### src/rtl/twpd_pkg.sv
// ----------------------------------------------------------------------------
// twpd_pkg
// Shared widths, codes and control types of the two-phase walk dispatcher.
// ----------------------------------------------------------------------------
package twpd_pkg;

    localparam int PW_BITS      = 16;
    localparam int SCALE_BITS   = 40;
    localparam int HIT_BITS     = 32;
    localparam int COUNT_BITS   = 40;
    localparam int SUM_BITS     = 48;
    localparam int WIDE_BITS    = 64;
    localparam int CFG_IDX_BITS = 1;
    localparam int PRELIM_LIMIT = 65535;

    localparam logic [COUNT_BITS-1:0] COUNT_MAX = {COUNT_BITS{1'b1}};
    localparam logic [SUM_BITS-1:0]   SUM_MAX   = {SUM_BITS{1'b1}};
    localparam logic [PW_BITS-1:0]    PW_LIMIT  = PW_BITS'(PRELIM_LIMIT);

    localparam logic FUNC_REQ = 1'b0;
    localparam logic FUNC_RET = 1'b1;

    localparam logic [CFG_IDX_BITS-1:0] CFG_PRELIM = 1'b0;
    localparam logic [CFG_IDX_BITS-1:0] CFG_SCALE  = 1'b1;

    typedef struct packed {
        logic upd;
        logic div_p_start;
        logic div_e_start;
        logic sqrt_init;
        logic sqrt_step;
        logic mul_init;
        logic mul_step;
        logic fin;
        logic est_load;
        logic est_zero;
        logic emit;
    } twpd_cmd_t;

    typedef struct packed {
        logic trig;
        logic done;
        logic div_done;
        logic sqrt_last;
        logic mul_last;
    } twpd_stat_t;

endpackage

### src/rtl/twpd_in_if.sv
// ----------------------------------------------------------------------------
// twpd_in_if
// Input channel: job requests and returned walk results.
// ----------------------------------------------------------------------------
interface twpd_in_if;
    logic        valid;
    logic        ready;
    logic        func;
    logic        phase_prelim;
    logic [31:0] hit_count;

    modport source (output valid, func, phase_prelim, hit_count, input ready);
    modport sink   (input valid, func, phase_prelim, hit_count, output ready);
endinterface

### src/rtl/twpd_out_if.sv
// ----------------------------------------------------------------------------
// twpd_out_if
// Output channel: one result item per input item.
// ----------------------------------------------------------------------------
interface twpd_out_if;
    logic        valid;
    logic        ready;
    logic        granted;
    logic        job_prelim;
    logic        target_known;
    logic [39:0] final_walks;
    logic [47:0] final_hits;
    logic        done_res;
    logic [47:0] estimate;

    modport source (output valid, granted, job_prelim, target_known, final_walks,
                    final_hits, done_res, estimate, input ready);
    modport sink   (input valid, granted, job_prelim, target_known, final_walks,
                    final_hits, done_res, estimate, output ready);
endinterface

### src/rtl/twpd_div.sv
// ----------------------------------------------------------------------------
// twpd_div
// Shared restoring divider, one quotient bit per cycle.
// ----------------------------------------------------------------------------
module twpd_div (
    input  logic                               clk,
    input  logic                               rst_n,
    input  logic                               start,
    input  logic [twpd_pkg::WIDE_BITS-1:0]     dividend,
    input  logic [twpd_pkg::COUNT_BITS-1:0]    divisor,
    output logic [twpd_pkg::WIDE_BITS-1:0]     quotient,
    output logic                               done
);
    import twpd_pkg::*;

    localparam int CW = $clog2(WIDE_BITS);

    logic                  busy_reg, busy_next;
    logic                  done_reg, done_next;
    logic [CW-1:0]         cnt_reg, cnt_next;
    logic [WIDE_BITS-1:0]  quo_reg, quo_next;
    logic [COUNT_BITS-1:0] rem_reg, rem_next;
    logic [COUNT_BITS-1:0] dsr_reg, dsr_next;
    logic [COUNT_BITS:0]   shifted;
    logic                  fits;

    // shift in one dividend bit, subtract where the divisor fits
    always_comb
    begin
        shifted   = {rem_reg, quo_reg[WIDE_BITS-1]};
        fits      = shifted >= {1'b0, dsr_reg};
        busy_next = busy_reg;
        done_next = 1'b0;
        cnt_next  = cnt_reg;
        quo_next  = quo_reg;
        rem_next  = rem_reg;
        dsr_next  = dsr_reg;
        if (start)
        begin
            busy_next = 1'b1;
            cnt_next  = '0;
            quo_next  = dividend;
            rem_next  = '0;
            dsr_next  = divisor;
        end
        else if (busy_reg)
        begin
            rem_next = fits ? COUNT_BITS'(shifted - {1'b0, dsr_reg})
                            : shifted[COUNT_BITS-1:0];
            quo_next = {quo_reg[WIDE_BITS-2:0], fits};
            cnt_next = cnt_reg + 1'b1;
            if (cnt_reg == CW'(WIDE_BITS - 1))
            begin
                busy_next = 1'b0;
                done_next = 1'b1;
            end
        end
    end

    always_ff @(posedge clk or negedge rst_n)
    begin
        if (!rst_n)
        begin
            busy_reg <= 1'b0;
            done_reg <= 1'b0;
            cnt_reg  <= '0;
        end
        else
        begin
            busy_reg <= busy_next;
            done_reg <= done_next;
            cnt_reg  <= cnt_next;
        end
    end

    always_ff @(posedge clk)
    begin
        quo_reg <= quo_next;
        rem_reg <= rem_next;
        dsr_reg <= dsr_next;
    end

    assign quotient = quo_reg;
    assign done     = done_reg;
endmodule

### src/rtl/twpd_dp.sv
// ----------------------------------------------------------------------------
// twpd_dp
// Datapath: job counters, hit sums, target arithmetic and result register.
// ----------------------------------------------------------------------------
module twpd_dp (
    input  logic                                 clk,
    input  logic                                 rst_n,
    input  twpd_pkg::twpd_cmd_t                  cmd,
    output twpd_pkg::twpd_stat_t                 stat,
    input  logic                                 func,
    input  logic                                 phase_prelim,
    input  logic [twpd_pkg::HIT_BITS-1:0]        hit_count,
    input  logic                                 cfg_we,
    input  logic [twpd_pkg::CFG_IDX_BITS-1:0]    cfg_index,
    input  logic [twpd_pkg::SCALE_BITS-1:0]      cfg_wdata,
    output logic                                 granted,
    output logic                                 job_prelim,
    output logic                                 target_known,
    output logic [twpd_pkg::COUNT_BITS-1:0]      final_walks,
    output logic [twpd_pkg::SUM_BITS-1:0]        final_hits,
    output logic                                 done_res,
    output logic [twpd_pkg::SUM_BITS-1:0]        estimate
);
    import twpd_pkg::*;

    localparam int PROD_BITS = SCALE_BITS + WIDE_BITS;
    localparam int CHUNK     = 16;
    localparam int NCHUNK    = WIDE_BITS / CHUNK;
    localparam int MCW       = $clog2(NCHUNK);
    localparam int SQ_STEPS  = WIDE_BITS / 2;
    localparam int SCW       = $clog2(SQ_STEPS);

    // configuration
    logic [PW_BITS-1:0]    pw_reg, pw_next;
    logic [SCALE_BITS-1:0] scale_reg, scale_next;

    // run state
    logic [PW_BITS-1:0]    pi_reg, pi_next;
    logic [PW_BITS-1:0]    pr_reg, pr_next;
    logic [SUM_BITS-1:0]   psum_reg, psum_next;
    logic [COUNT_BITS-1:0] ft_reg, ft_next;
    logic                  tv_reg, tv_next;
    logic [COUNT_BITS-1:0] fi_reg, fi_next;
    logic [COUNT_BITS-1:0] fr_reg, fr_next;
    logic [SUM_BITS-1:0]   fsum_reg, fsum_next;

    // target arithmetic
    logic [WIDE_BITS-1:0]  p_reg, p_next;
    logic [WIDE_BITS-1:0]  sv_reg, sv_next;
    logic [WIDE_BITS-1:0]  sres_reg, sres_next;
    logic [SCW-1:0]        scnt_reg, scnt_next;
    logic [WIDE_BITS-1:0]  s_reg, s_next;
    logic [PROD_BITS-1:0]  acc_reg, acc_next;
    logic [MCW-1:0]        mcnt_reg, mcnt_next;

    // item result
    logic                  g_reg, g_next;
    logic                  jp_reg, jp_next;
    logic [SUM_BITS-1:0]   est_reg, est_next;
    logic                  o_g_reg, o_jp_reg, o_tk_reg, o_done_reg;
    logic [COUNT_BITS-1:0] o_fw_reg;
    logic [SUM_BITS-1:0]   o_fh_reg, o_est_reg;

    logic [PW_BITS-1:0]    eff;
    logic [SUM_BITS:0]     psum_add, fsum_add;
    logic                  done_now;
    logic                  div_start, div_done;
    logic [WIDE_BITS-1:0]  div_dvd, div_quo;
    logic [COUNT_BITS-1:0] div_dsr;
    logic [WIDE_BITS-1:0]  sq_bit, sq_try;
    logic [CHUNK-1:0]      s_chunk;
    logic [SCALE_BITS+CHUNK-1:0] partial;
    logic [WIDE_BITS-1:0]  q_ceil;
    logic [COUNT_BITS-1:0] t_sat, t_min;

    // effective preliminary count
    always_comb
    begin
        eff = pw_reg;
        if (pw_reg == '0)
            eff = PW_BITS'(1);
        else if (pw_reg > PW_LIMIT)
            eff = PW_LIMIT;
    end

    assign psum_add = {1'b0, psum_reg} + {{(SUM_BITS-HIT_BITS+1){1'b0}}, hit_count};
    assign fsum_add = {1'b0, fsum_reg} + {{(SUM_BITS-HIT_BITS+1){1'b0}}, hit_count};
    assign done_now = tv_reg && (fr_reg >= ft_reg);

    // shared divider: preliminary mean, or final estimate
    assign div_start = cmd.div_p_start | cmd.div_e_start;
    assign div_dvd   = cmd.div_e_start ? {fsum_reg, {(WIDE_BITS-SUM_BITS){1'b0}}}
                                       : {psum_reg, {(WIDE_BITS-SUM_BITS){1'b0}}};
    assign div_dsr   = cmd.div_e_start ? ft_reg
                                       : {{(COUNT_BITS-PW_BITS){1'b0}}, eff};

    twpd_div u_div (
        .clk      (clk),
        .rst_n    (rst_n),
        .start    (div_start),
        .dividend (div_dvd),
        .divisor  (div_dsr),
        .quotient (div_quo),
        .done     (div_done)
    );

    // square root step, target product step and final rounding
    assign sq_bit  = WIDE_BITS'(1) << {scnt_reg, 1'b0};
    assign sq_try  = sres_reg + sq_bit;
    assign s_chunk = s_reg[mcnt_reg*CHUNK +: CHUNK];
    assign partial = scale_reg * s_chunk;
    assign q_ceil  = acc_reg[WIDE_BITS+31:32] + {{(WIDE_BITS-1){1'b0}}, |acc_reg[31:0]};
    assign t_sat   = (q_ceil > {{(WIDE_BITS-COUNT_BITS){1'b0}}, COUNT_MAX})
                     ? COUNT_MAX : q_ceil[COUNT_BITS-1:0];
    assign t_min   = (t_sat == '0) ? COUNT_BITS'(1) : t_sat;

    always_comb
    begin
        pw_next    = pw_reg;
        scale_next = scale_reg;
        pi_next    = pi_reg;
        pr_next    = pr_reg;
        psum_next  = psum_reg;
        ft_next    = ft_reg;
        tv_next    = tv_reg;
        fi_next    = fi_reg;
        fr_next    = fr_reg;
        fsum_next  = fsum_reg;
        p_next     = p_reg;
        sv_next    = sv_reg;
        sres_next  = sres_reg;
        scnt_next  = scnt_reg;
        s_next     = s_reg;
        acc_next   = acc_reg;
        mcnt_next  = mcnt_reg;
        g_next     = g_reg;
        jp_next    = jp_reg;
        est_next   = est_reg;

        // write a register
        if (cfg_we)
        begin
            case (cfg_index)
                CFG_PRELIM: pw_next    = cfg_wdata[PW_BITS-1:0];
                CFG_SCALE:  scale_next = cfg_wdata;
                default:    ;
            endcase
        end

        // apply one item to the counters and sums
        if (cmd.upd)
        begin
            g_next  = 1'b0;
            jp_next = 1'b0;
            if (func == FUNC_REQ)
            begin
                if (pi_reg < eff)
                begin
                    pi_next = pi_reg + 1'b1;
                    g_next  = 1'b1;
                    jp_next = 1'b1;
                end
                else if (fi_reg < COUNT_MAX && (!tv_reg || fi_reg < ft_reg))
                begin
                    fi_next = fi_reg + 1'b1;
                    g_next  = 1'b1;
                end
            end
            else if (phase_prelim)
            begin
                if (!tv_reg && pr_reg < eff)
                begin
                    pr_next   = pr_reg + 1'b1;
                    psum_next = psum_add[SUM_BITS] ? SUM_MAX : psum_add[SUM_BITS-1:0];
                end
            end
            else
            begin
                if (fr_reg != COUNT_MAX)
                    fr_next = fr_reg + 1'b1;
                fsum_next = fsum_add[SUM_BITS] ? SUM_MAX : fsum_add[SUM_BITS-1:0];
            end
        end

        // load the mean and seed the square root of mean * 2^16
        if (cmd.sqrt_init)
        begin
            p_next    = div_quo;
            sv_next   = {div_quo[WIDE_BITS-17:0], 16'b0};
            sres_next = '0;
            scnt_next = SCW'(SQ_STEPS - 1);
        end

        if (cmd.sqrt_step)
        begin
            if (sv_reg >= sq_try)
            begin
                sv_next   = sv_reg - sq_try;
                sres_next = (sres_reg >> 1) + sq_bit;
            end
            else
                sres_next = sres_reg >> 1;
            scnt_next = scnt_reg - 1'b1;
        end

        // form mean + root + 2 and clear the product
        if (cmd.mul_init)
        begin
            s_next    = p_reg + sres_reg + (WIDE_BITS'(2) << 16);
            acc_next  = '0;
            mcnt_next = '0;
        end

        if (cmd.mul_step)
        begin
            acc_next  = acc_reg + ({{(PROD_BITS-SCALE_BITS-CHUNK){1'b0}}, partial}
                                   << (mcnt_reg * CHUNK));
            mcnt_next = mcnt_reg + 1'b1;
        end

        // round up, clamp and raise to the jobs already out
        if (cmd.fin)
        begin
            ft_next = (t_min < fi_reg) ? fi_reg : t_min;
            tv_next = 1'b1;
        end

        if (cmd.est_load)
            est_next = (div_quo[WIDE_BITS-1:SUM_BITS] != '0) ? SUM_MAX
                                                             : div_quo[SUM_BITS-1:0];
        if (cmd.est_zero)
            est_next = '0;
    end

    always_ff @(posedge clk or negedge rst_n)
    begin
        if (!rst_n)
        begin
            pw_reg    <= PW_BITS'(1);
            scale_reg <= '0;
            pi_reg    <= '0;
            pr_reg    <= '0;
            psum_reg  <= '0;
            ft_reg    <= '0;
            tv_reg    <= 1'b0;
            fi_reg    <= '0;
            fr_reg    <= '0;
            fsum_reg  <= '0;
        end
        else
        begin
            pw_reg    <= pw_next;
            scale_reg <= scale_next;
            pi_reg    <= pi_next;
            pr_reg    <= pr_next;
            psum_reg  <= psum_next;
            ft_reg    <= ft_next;
            tv_reg    <= tv_next;
            fi_reg    <= fi_next;
            fr_reg    <= fr_next;
            fsum_reg  <= fsum_next;
        end
    end

    always_ff @(posedge clk)
    begin
        p_reg    <= p_next;
        sv_reg   <= sv_next;
        sres_reg <= sres_next;
        scnt_reg <= scnt_next;
        s_reg    <= s_next;
        acc_reg  <= acc_next;
        mcnt_reg <= mcnt_next;
        g_reg    <= g_next;
        jp_reg   <= jp_next;
        est_reg  <= est_next;
    end

    // capture the result item
    always_ff @(posedge clk)
    begin
        if (cmd.emit)
        begin
            o_g_reg    <= g_reg;
            o_jp_reg   <= jp_reg;
            o_tk_reg   <= tv_reg;
            o_fw_reg   <= tv_reg ? ft_reg : '0;
            o_fh_reg   <= fsum_reg;
            o_done_reg <= done_now;
            o_est_reg  <= est_reg;
        end
    end

    assign stat.trig      = (func == FUNC_RET) && phase_prelim && !tv_reg &&
                            (pr_reg < eff) && ((pr_reg + 1'b1) == eff);
    assign stat.done      = done_now;
    assign stat.div_done  = div_done;
    assign stat.sqrt_last = (scnt_reg == '0);
    assign stat.mul_last  = (mcnt_reg == MCW'(NCHUNK - 1));

    assign granted      = o_g_reg;
    assign job_prelim   = o_jp_reg;
    assign target_known = o_tk_reg;
    assign final_walks  = o_fw_reg;
    assign final_hits   = o_fh_reg;
    assign done_res     = o_done_reg;
    assign estimate     = o_est_reg;
endmodule

### src/rtl/twpd_ctrl.sv
// ----------------------------------------------------------------------------
// twpd_ctrl
// Controller: sequences one item through update, target and estimate.
// ----------------------------------------------------------------------------
module twpd_ctrl (
    input  logic                  clk,
    input  logic                  rst_n,
    input  logic                  in_valid,
    output logic                  in_ready,
    output logic                  out_valid,
    input  logic                  out_ready,
    output twpd_pkg::twpd_cmd_t   cmd,
    input  twpd_pkg::twpd_stat_t  stat
);
    import twpd_pkg::*;

    localparam logic [3:0] S_IDLE   = 4'd0;
    localparam logic [3:0] S_TDIV   = 4'd1;
    localparam logic [3:0] S_TWAIT  = 4'd2;
    localparam logic [3:0] S_SQRT   = 4'd3;
    localparam logic [3:0] S_MULI   = 4'd4;
    localparam logic [3:0] S_MUL    = 4'd5;
    localparam logic [3:0] S_FIN    = 4'd6;
    localparam logic [3:0] S_CHECK  = 4'd7;
    localparam logic [3:0] S_EWAIT  = 4'd8;
    localparam logic [3:0] S_EMIT   = 4'd9;

    logic [3:0] state_reg, state_next;
    logic       ov_reg, ov_next;

    always_comb
    begin
        state_next = state_reg;
        cmd        = '0;
        in_ready   = 1'b0;
        case (state_reg)
            S_IDLE:
            begin
                in_ready = 1'b1;
                if (in_valid)
                begin
                    cmd.upd    = 1'b1;
                    state_next = stat.trig ? S_TDIV : S_CHECK;
                end
            end
            S_TDIV:
            begin
                cmd.div_p_start = 1'b1;
                state_next      = S_TWAIT;
            end
            S_TWAIT:
            begin
                if (stat.div_done)
                begin
                    cmd.sqrt_init = 1'b1;
                    state_next    = S_SQRT;
                end
            end
            S_SQRT:
            begin
                cmd.sqrt_step = 1'b1;
                if (stat.sqrt_last)
                    state_next = S_MULI;
            end
            S_MULI:
            begin
                cmd.mul_init = 1'b1;
                state_next   = S_MUL;
            end
            S_MUL:
            begin
                cmd.mul_step = 1'b1;
                if (stat.mul_last)
                    state_next = S_FIN;
            end
            S_FIN:
            begin
                cmd.fin    = 1'b1;
                state_next = S_CHECK;
            end
            S_CHECK:
            begin
                if (stat.done)
                begin
                    cmd.div_e_start = 1'b1;
                    state_next      = S_EWAIT;
                end
                else
                begin
                    cmd.est_zero = 1'b1;
                    state_next   = S_EMIT;
                end
            end
            S_EWAIT:
            begin
                if (stat.div_done)
                begin
                    cmd.est_load = 1'b1;
                    state_next   = S_EMIT;
                end
            end
            S_EMIT:
            begin
                // hold until the output register is free
                if (!ov_reg || out_ready)
                begin
                    cmd.emit   = 1'b1;
                    state_next = S_IDLE;
                end
            end
            default:
                state_next = S_IDLE;
        endcase
    end

    // output valid: set on capture, drop when taken
    always_comb
    begin
        ov_next = ov_reg;
        if (ov_reg && out_ready)
            ov_next = 1'b0;
        if (cmd.emit)
            ov_next = 1'b1;
    end

    always_ff @(posedge clk or negedge rst_n)
    begin
        if (!rst_n)
        begin
            state_reg <= S_IDLE;
            ov_reg    <= 1'b0;
        end
        else
        begin
            state_reg <= state_next;
            ov_reg    <= ov_next;
        end
    end

    assign out_valid = ov_reg;
endmodule

### src/rtl/two_phase_walk_job_dispatcher.sv
// ----------------------------------------------------------------------------
// two_phase_walk_job_dispatcher
// Hands out preliminary and final walk jobs, sums returned hits, sets the
// final walk target and reports the Q32.16 estimate.
//
//   channel   dir  handshake          payload
//   in_ch     in   valid/ready        func, phase_prelim, hit_count
//   out_ch    out  valid/ready        granted, job_prelim, target_known,
//                                     final_walks, final_hits, done_res, estimate
//   cfg       in   cfg_we             cfg_index, cfg_wdata
//
// An accepted item passes the check and emit states before its result is
// registered; the next item is accepted after that. The item that
// closes the preliminary phase also sets the target (64-step divider, 32-step
// square root, 4-step product). Once all final results are back, every item
// also runs the estimate division on the same divider.
// One item is in work at a time; a waiting result does not block acceptance.
// Reset clears all job counters, sums and the target; no clearing pass.
// ----------------------------------------------------------------------------
module two_phase_walk_job_dispatcher (
    input  logic                                clk,
    input  logic                                rst_n,
    twpd_in_if.sink                             in_ch,
    twpd_out_if.source                          out_ch,
    input  logic                                cfg_we,
    input  logic [twpd_pkg::CFG_IDX_BITS-1:0]   cfg_index,
    input  logic [twpd_pkg::SCALE_BITS-1:0]     cfg_wdata
);
    import twpd_pkg::*;

    twpd_cmd_t  cmd;
    twpd_stat_t stat;

    twpd_ctrl u_ctrl (
        .clk       (clk),
        .rst_n     (rst_n),
        .in_valid  (in_ch.valid),
        .in_ready  (in_ch.ready),
        .out_valid (out_ch.valid),
        .out_ready (out_ch.ready),
        .cmd       (cmd),
        .stat      (stat)
    );

    twpd_dp u_dp (
        .clk          (clk),
        .rst_n        (rst_n),
        .cmd          (cmd),
        .stat         (stat),
        .func         (in_ch.func),
        .phase_prelim (in_ch.phase_prelim),
        .hit_count    (in_ch.hit_count),
        .cfg_we       (cfg_we),
        .cfg_index    (cfg_index),
        .cfg_wdata    (cfg_wdata),
        .granted      (out_ch.granted),
        .job_prelim   (out_ch.job_prelim),
        .target_known (out_ch.target_known),
        .final_walks  (out_ch.final_walks),
        .final_hits   (out_ch.final_hits),
        .done_res     (out_ch.done_res),
        .estimate     (out_ch.estimate)
    );
endmodule

### src/flat_wrapper.sv
// flat-port wrapper written by rule: the top's interface ports become plain ports
module two_phase_walk_job_dispatcher_flat import twpd_pkg::*;
  (clk, rst_n, cfg_we, cfg_index, cfg_wdata, in_ch_valid, in_ch_func, in_ch_phase_prelim, in_ch_hit_count, in_ch_ready, out_ch_valid, out_ch_granted, out_ch_job_prelim, out_ch_target_known, out_ch_final_walks, out_ch_final_hits, out_ch_done_res, out_ch_estimate, out_ch_ready);
  twpd_in_if in_ch_i ();
  twpd_out_if out_ch_i ();
  input  logic clk;
  input  logic rst_n;
  input  logic cfg_we;
  input  logic [twpd_pkg::CFG_IDX_BITS-1:0] cfg_index;
  input  logic [twpd_pkg::SCALE_BITS-1:0] cfg_wdata;
  input wire logic [$bits(in_ch_i.valid)-1:0] in_ch_valid;
  input wire logic [$bits(in_ch_i.func)-1:0] in_ch_func;
  input wire logic [$bits(in_ch_i.phase_prelim)-1:0] in_ch_phase_prelim;
  input wire logic [$bits(in_ch_i.hit_count)-1:0] in_ch_hit_count;
  output wire logic [$bits(in_ch_i.ready)-1:0] in_ch_ready;
  output wire logic [$bits(out_ch_i.valid)-1:0] out_ch_valid;
  output wire logic [$bits(out_ch_i.granted)-1:0] out_ch_granted;
  output wire logic [$bits(out_ch_i.job_prelim)-1:0] out_ch_job_prelim;
  output wire logic [$bits(out_ch_i.target_known)-1:0] out_ch_target_known;
  output wire logic [$bits(out_ch_i.final_walks)-1:0] out_ch_final_walks;
  output wire logic [$bits(out_ch_i.final_hits)-1:0] out_ch_final_hits;
  output wire logic [$bits(out_ch_i.done_res)-1:0] out_ch_done_res;
  output wire logic [$bits(out_ch_i.estimate)-1:0] out_ch_estimate;
  input wire logic [$bits(out_ch_i.ready)-1:0] out_ch_ready;
  assign in_ch_i.valid = in_ch_valid;
  assign in_ch_i.func = in_ch_func;
  assign in_ch_i.phase_prelim = in_ch_phase_prelim;
  assign in_ch_i.hit_count = in_ch_hit_count;
  assign in_ch_ready = in_ch_i.ready;
  assign out_ch_valid = out_ch_i.valid;
  assign out_ch_granted = out_ch_i.granted;
  assign out_ch_job_prelim = out_ch_i.job_prelim;
  assign out_ch_target_known = out_ch_i.target_known;
  assign out_ch_final_walks = out_ch_i.final_walks;
  assign out_ch_final_hits = out_ch_i.final_hits;
  assign out_ch_done_res = out_ch_i.done_res;
  assign out_ch_estimate = out_ch_i.estimate;
  assign out_ch_i.ready = out_ch_ready;
  two_phase_walk_job_dispatcher u_core (.clk(clk), .rst_n(rst_n), .in_ch(in_ch_i), .out_ch(out_ch_i), .cfg_we(cfg_we), .cfg_index(cfg_index), .cfg_wdata(cfg_wdata));
endmodule
### config.mk
export PLATFORM = sky130hd
export DESIGN_NAME = two_phase_walk_job_dispatcher_flat
export DESIGN_NICKNAME = d
export VERILOG_FILES = /design/src/rtl/twpd_pkg.sv /design/src/rtl/twpd_in_if.sv /design/src/rtl/twpd_out_if.sv /design/src/rtl/twpd_div.sv /design/src/rtl/twpd_dp.sv /design/src/rtl/twpd_ctrl.sv /design/src/rtl/two_phase_walk_job_dispatcher.sv /design/src/flat_wrapper.sv
export SDC_FILE = /design/constraint.sdc
export NUM_CORES = 2
export LEC_CHECK = 0
export BUFFER_PORTS_ARGS = -buffer_cell sky130_fd_sc_hd__buf_2
export CAP_MARGIN = 20
export CORE_ASPECT_RATIO = 1.4
export CORE_MARGIN = 3
export CORE_UTILIZATION = 45
export CTS_BUF_LIST = sky130_fd_sc_hd__clkbuf_2
export CTS_CLUSTER_SIZE = 14
export DETAILED_ROUTE_END_ITERATION = 8
export PLACE_DENSITY = 0.73
export SYNTH_ARGS = -nofsm -noshare
export SYNTH_HDL_FRONTEND = slang
export SYNTH_SLANG_ARGS = --single-unit
### constraint.sdc
create_clock -name clk -period 15.8 [get_ports clk]
set_input_delay 1.58 -clock clk [delete_from_list [all_inputs] [get_ports clk]]
set_output_delay 1.58 -clock clk [all_outputs]
set_load 0.05 [all_outputs]
==> metrics.md <==
| Metric | Value |
|---|---|
| Run status | `finished with violations` |
| Failing checks | `DRC` |
| Worst path most repeated cell | `fa_1` |
| Synthesized area | `around 90000 um2` |
| Setup crit start kind | `flop` |
| Mapped Cells | `between 9000 and 10000` |
| Die Y | `approximately 530 um` |
| Fin crit period | `13.10 ns` |
| Synth Area in Adders | `0.228` |
| Largest net degree at the start of global routing | `roughly 140` |
| Post-DP HPWL | `216000 um` |
| DIE WIDTH | `about 380 um` |
| Number of clock sinks | `between 1000 and 1500` |
| Top cell type by total area after synthesis | `edfxtp_1` |
| Syn Area/Cell | `around 9.1 um2` |
| Drt initial violations | `approximately 6200` |
| Number of H-tree levels | `5` |
| Kind of end point of the critical path | `flop` |
| Yosys top cell area share | `0.185` |
| CTS Buf Count | `roughly 290` |
| Layout Nets | `approximately 11000` |
| Gpl congestion | `just under 1` |
| Crit-path slowest cell | `a2111oi_1` |
| Routed WL | `286000 um` |
| Clock Path Buffers | `4` |
| Residual DRC | `1` |
| Ranking of synthesized cells by area | `edfxtp_1 18%, fa_1 12%, ha_1 11%, dfrtp_1 9.0%, nand2_1 4.7%` |
| Clk slew on worst S/H paths | `approximately 0.10 ns` |
| Core ar. | `~190000 um2` |
| DP Worst Slack | `between 2 and 3 ns` |
| Worst Path Arrival | `between 10 and 15 ns` |
| PortBufs | `between 200 and 250` |
| Post-CTS resize count | `0` |
| Fmax | `about 76 MHz` |
| Synth Flop Type | `edfxtp_1` |
| RSZ-0062 raised after global routing | `false` |
| CP max FO | `66` |
| GRT Total Usage | `0.279` |
| Clock skew | `between 0.2 and 0.3 ns` |
| Hold buffers post-CTS | `43` |
| Post-synth EDFFs | `~540` |
| Full die area | `201000 um2` |
| GR Overflow Total | `0` |
| DP Cell Count | `approximately 12000` |
| Ys Warns | `0` |
| Worst Setup Path Type | `flop to flop` |
| Class of the worst hold path | `input pin to flop` |
| Syn Nets | `11029` |
| Vias in the first global route | `76298` |
| Max-Cap Viols | `0` |
| Post-synthesis simple-gate area fraction | `0.171` |
| Post-synthesis mux area share | `0.0177` |
| Max reg flops | `96` |
| First-pass GRT wire length | `around 440000 um` |
| # fillers | `~18000` |
| Slew Viols, Final | `0` |
| Row count | `191` |
| Wire length per cell | `22.5 um` |
| TritonCTS clock tree | `done` |
| Setup tns final | `0 ns` |
| Max-slew headroom | `0.161` |
| Clk Latency, worst-skew pair | `1.84 ns` |
| Slew @ Worst Pin | `between 1 and 1.5 ns` |
| Initial antenna violation count | `11` |
| Synth Area in Compound Gates | `0.154` |
| Crit-path max cell delay | `slightly below 0.9 ns` |
| Fraction of layout cells with a size suffix above 1 | `0.0921` |
| I/O pin count | `between 200 and 250` |
| Async SR Flop Fraction | `0.315` |
| TritonRoute pass-1 iters | `9` |
| DR vias/cell | `5.90` |
| Fin. Hold Viols | `0` |
| Via count | `approximately 75000` |
| Worst Slack Setup Final | `around 2.7 ns` |
| Seq/Total Area, Yosys | `0.310` |
| Synth Register Bits | `1011` |
| Setup violators final | `0` |
| Area share of xor/xnor cells in the synthesized design | `0.0613` |
| Total setup buffers inserted after CTS | `0` |
| Critical Path RT | `around 17 ns` |
| Largest family of logic cells by synthesized area | `adder cells` |
| Post-route insts no fill | `around 13000` |
| Initial Utilization | `0.454` |
| Final period util | `0.829` |
| Detail Route Antenna Nets | `0` |
| Root buf cell | `clkbuf_2` |
| Synth cell types | `roughly 100` |
| Area Overhead vs Synth | `7.45%` |
==> layout make-up <==
| cell class | count | area, um2 | area share |
|---|---|---|---|
| well taps | 2605 | 3260 | 0.0345 |
| flip-flops and latches | 1011 | 27200 | 0.288 |
| inverters | 958 | 3600 | 0.0381 |
| clock inverters | 71 | 362 | 0.00383 |
| diodes | 9 | 22.5 | 0.000238 |
| clock buffers | 422 | 2110 | 0.0223 |
| multi-input cells | 7295 | 55700 | 0.589 |
| repair buffers | 347 | 2220 | 0.0234 |
==> worst max-delay path, delay by kind of cell (launching register included) <==
kind,cells,cell delay [ns]
and+or+nand+nor,8,1.35
AOI/OAI and AO/OA,12,4.50
DFF,1,0.68
xor gates and xnor gates,1,0.40
buffers and inverters,6,1.44
adders and majority gates,8,3.86
muxes,2,0.53
==> layout by cell type, fill, tap and decap left out, drive strengths merged, types with 65 or more instances in the layout <==
cell,n
nor3,119
nor4,76
clkbuf,423
o21bai,84
and2,321
nand4,180
ha,744
inv,960
dfxtp,152
a21o,223
xnor2,369
o22ai,67
nor2,727
nand3,183
nand2,1099
o211ai,85
a31oi,134
nor2b,83
dfrtp,317
a21oi,621
edfxtp,541
clkinv,65
buf,303
and3,100
o21ai,444
nand2b,88
o21a,75
fa,536
a211oi,76
xor2,247
==> worst paths after layout <==
check / start / end / slack, ns / cells past startpoint
min: cfg_we / u_core.u_dp.scale_reg[11] / 0.24 / 3
max in group asynchronous: rst_n / u_core.u_dp.fi_reg[31] / 13.06 / 4
max: u_core.u_dp.mcnt_reg[1] / u_core.u_dp.acc_reg[88] / 2.70 / 37
max reg2reg: u_core.u_dp.mcnt_reg[1] / u_core.u_dp.acc_reg[88] / 2.70 / 37
min reg2reg: u_core.u_dp.est_reg[27] / u_core.u_dp.estimate[27] / 0.37 / 0
min in group asynchronous: rst_n / u_core.u_dp.scale_reg[35] / 0.37 / 2
==> cells by family after synthesis <==
| family | after synthesis |
|---|---|
| AOI/OAI and AO/OA | 2123 |
| xor gates and xnor gates | 616 |
| adders and majority gates | 1280 |
| buffers and inverters | 1363 |
| DFF | 1011 |
| muxes | 128 |
| and+or+nand+nor | 3148 |
==> cells in the mapped netlist, types with 20 or more instances <==
library cell,n
a211oi_1,74
a21o_1,221
a21oi_1,620
a222oi_1,51
a31o_2,21
a31oi_1,134
and2_1,321
and3_1,100
and4_1,31
clkbuf_1,374
dfrtp_1,317
dfxtp_1,152
edfxtp_1,541
fa_1,536
ha_1,744
inv_1,957
mux2_2,63
mux2i_1,49
nand2_1,1098
nand2b_1,88
nand3_1,183
nand4_1,178
nor2_1,727
nor2b_1,83
nor3_1,119
nor4_1,71
o211ai_1,85
o21a_1,75
o21ai_0,414
o21ai_1,29
o21bai_1,84
o22ai_1,67
o31a_1,20
o31ai_1,34
or2_2,32
or3_1,47
xnor2_1,369
xor2_1,247
==> routing by layer <==
layer  routed length (um)  vias up  share of wire  global-route usage
met2               140000     3224           0.49               0.480
li1                     -    34221              -                   -
met3                21900      945          0.077              0.0591
met1               104000    36584           0.37               0.316
met4                19700       12          0.069               0.174
met5                   93        -        0.00033                   0
==> through the flow <==
| stage | hold slack [ns] | utilization | cell area (um2) |
|---|---|---|---|
| 6_report | 0.236 | 0.488 | 94500 |
| 5_1_grt | 0.0824 | 0.488 | 94500 |
| 4_1_cts | 0.0163 | 0.487 | 94400 |
| 3_5_place_dp | 0.410 | 0.472 | 91500 |
| 3_3_place_gp | 0.413 | 0.472 | 91500 |
| 2_1_floorplan | 0.400 | - | 87900 |
Power is not shown: default switching activity piles up to over one toggle a cycle in this logic, so the estimate is an artifact.
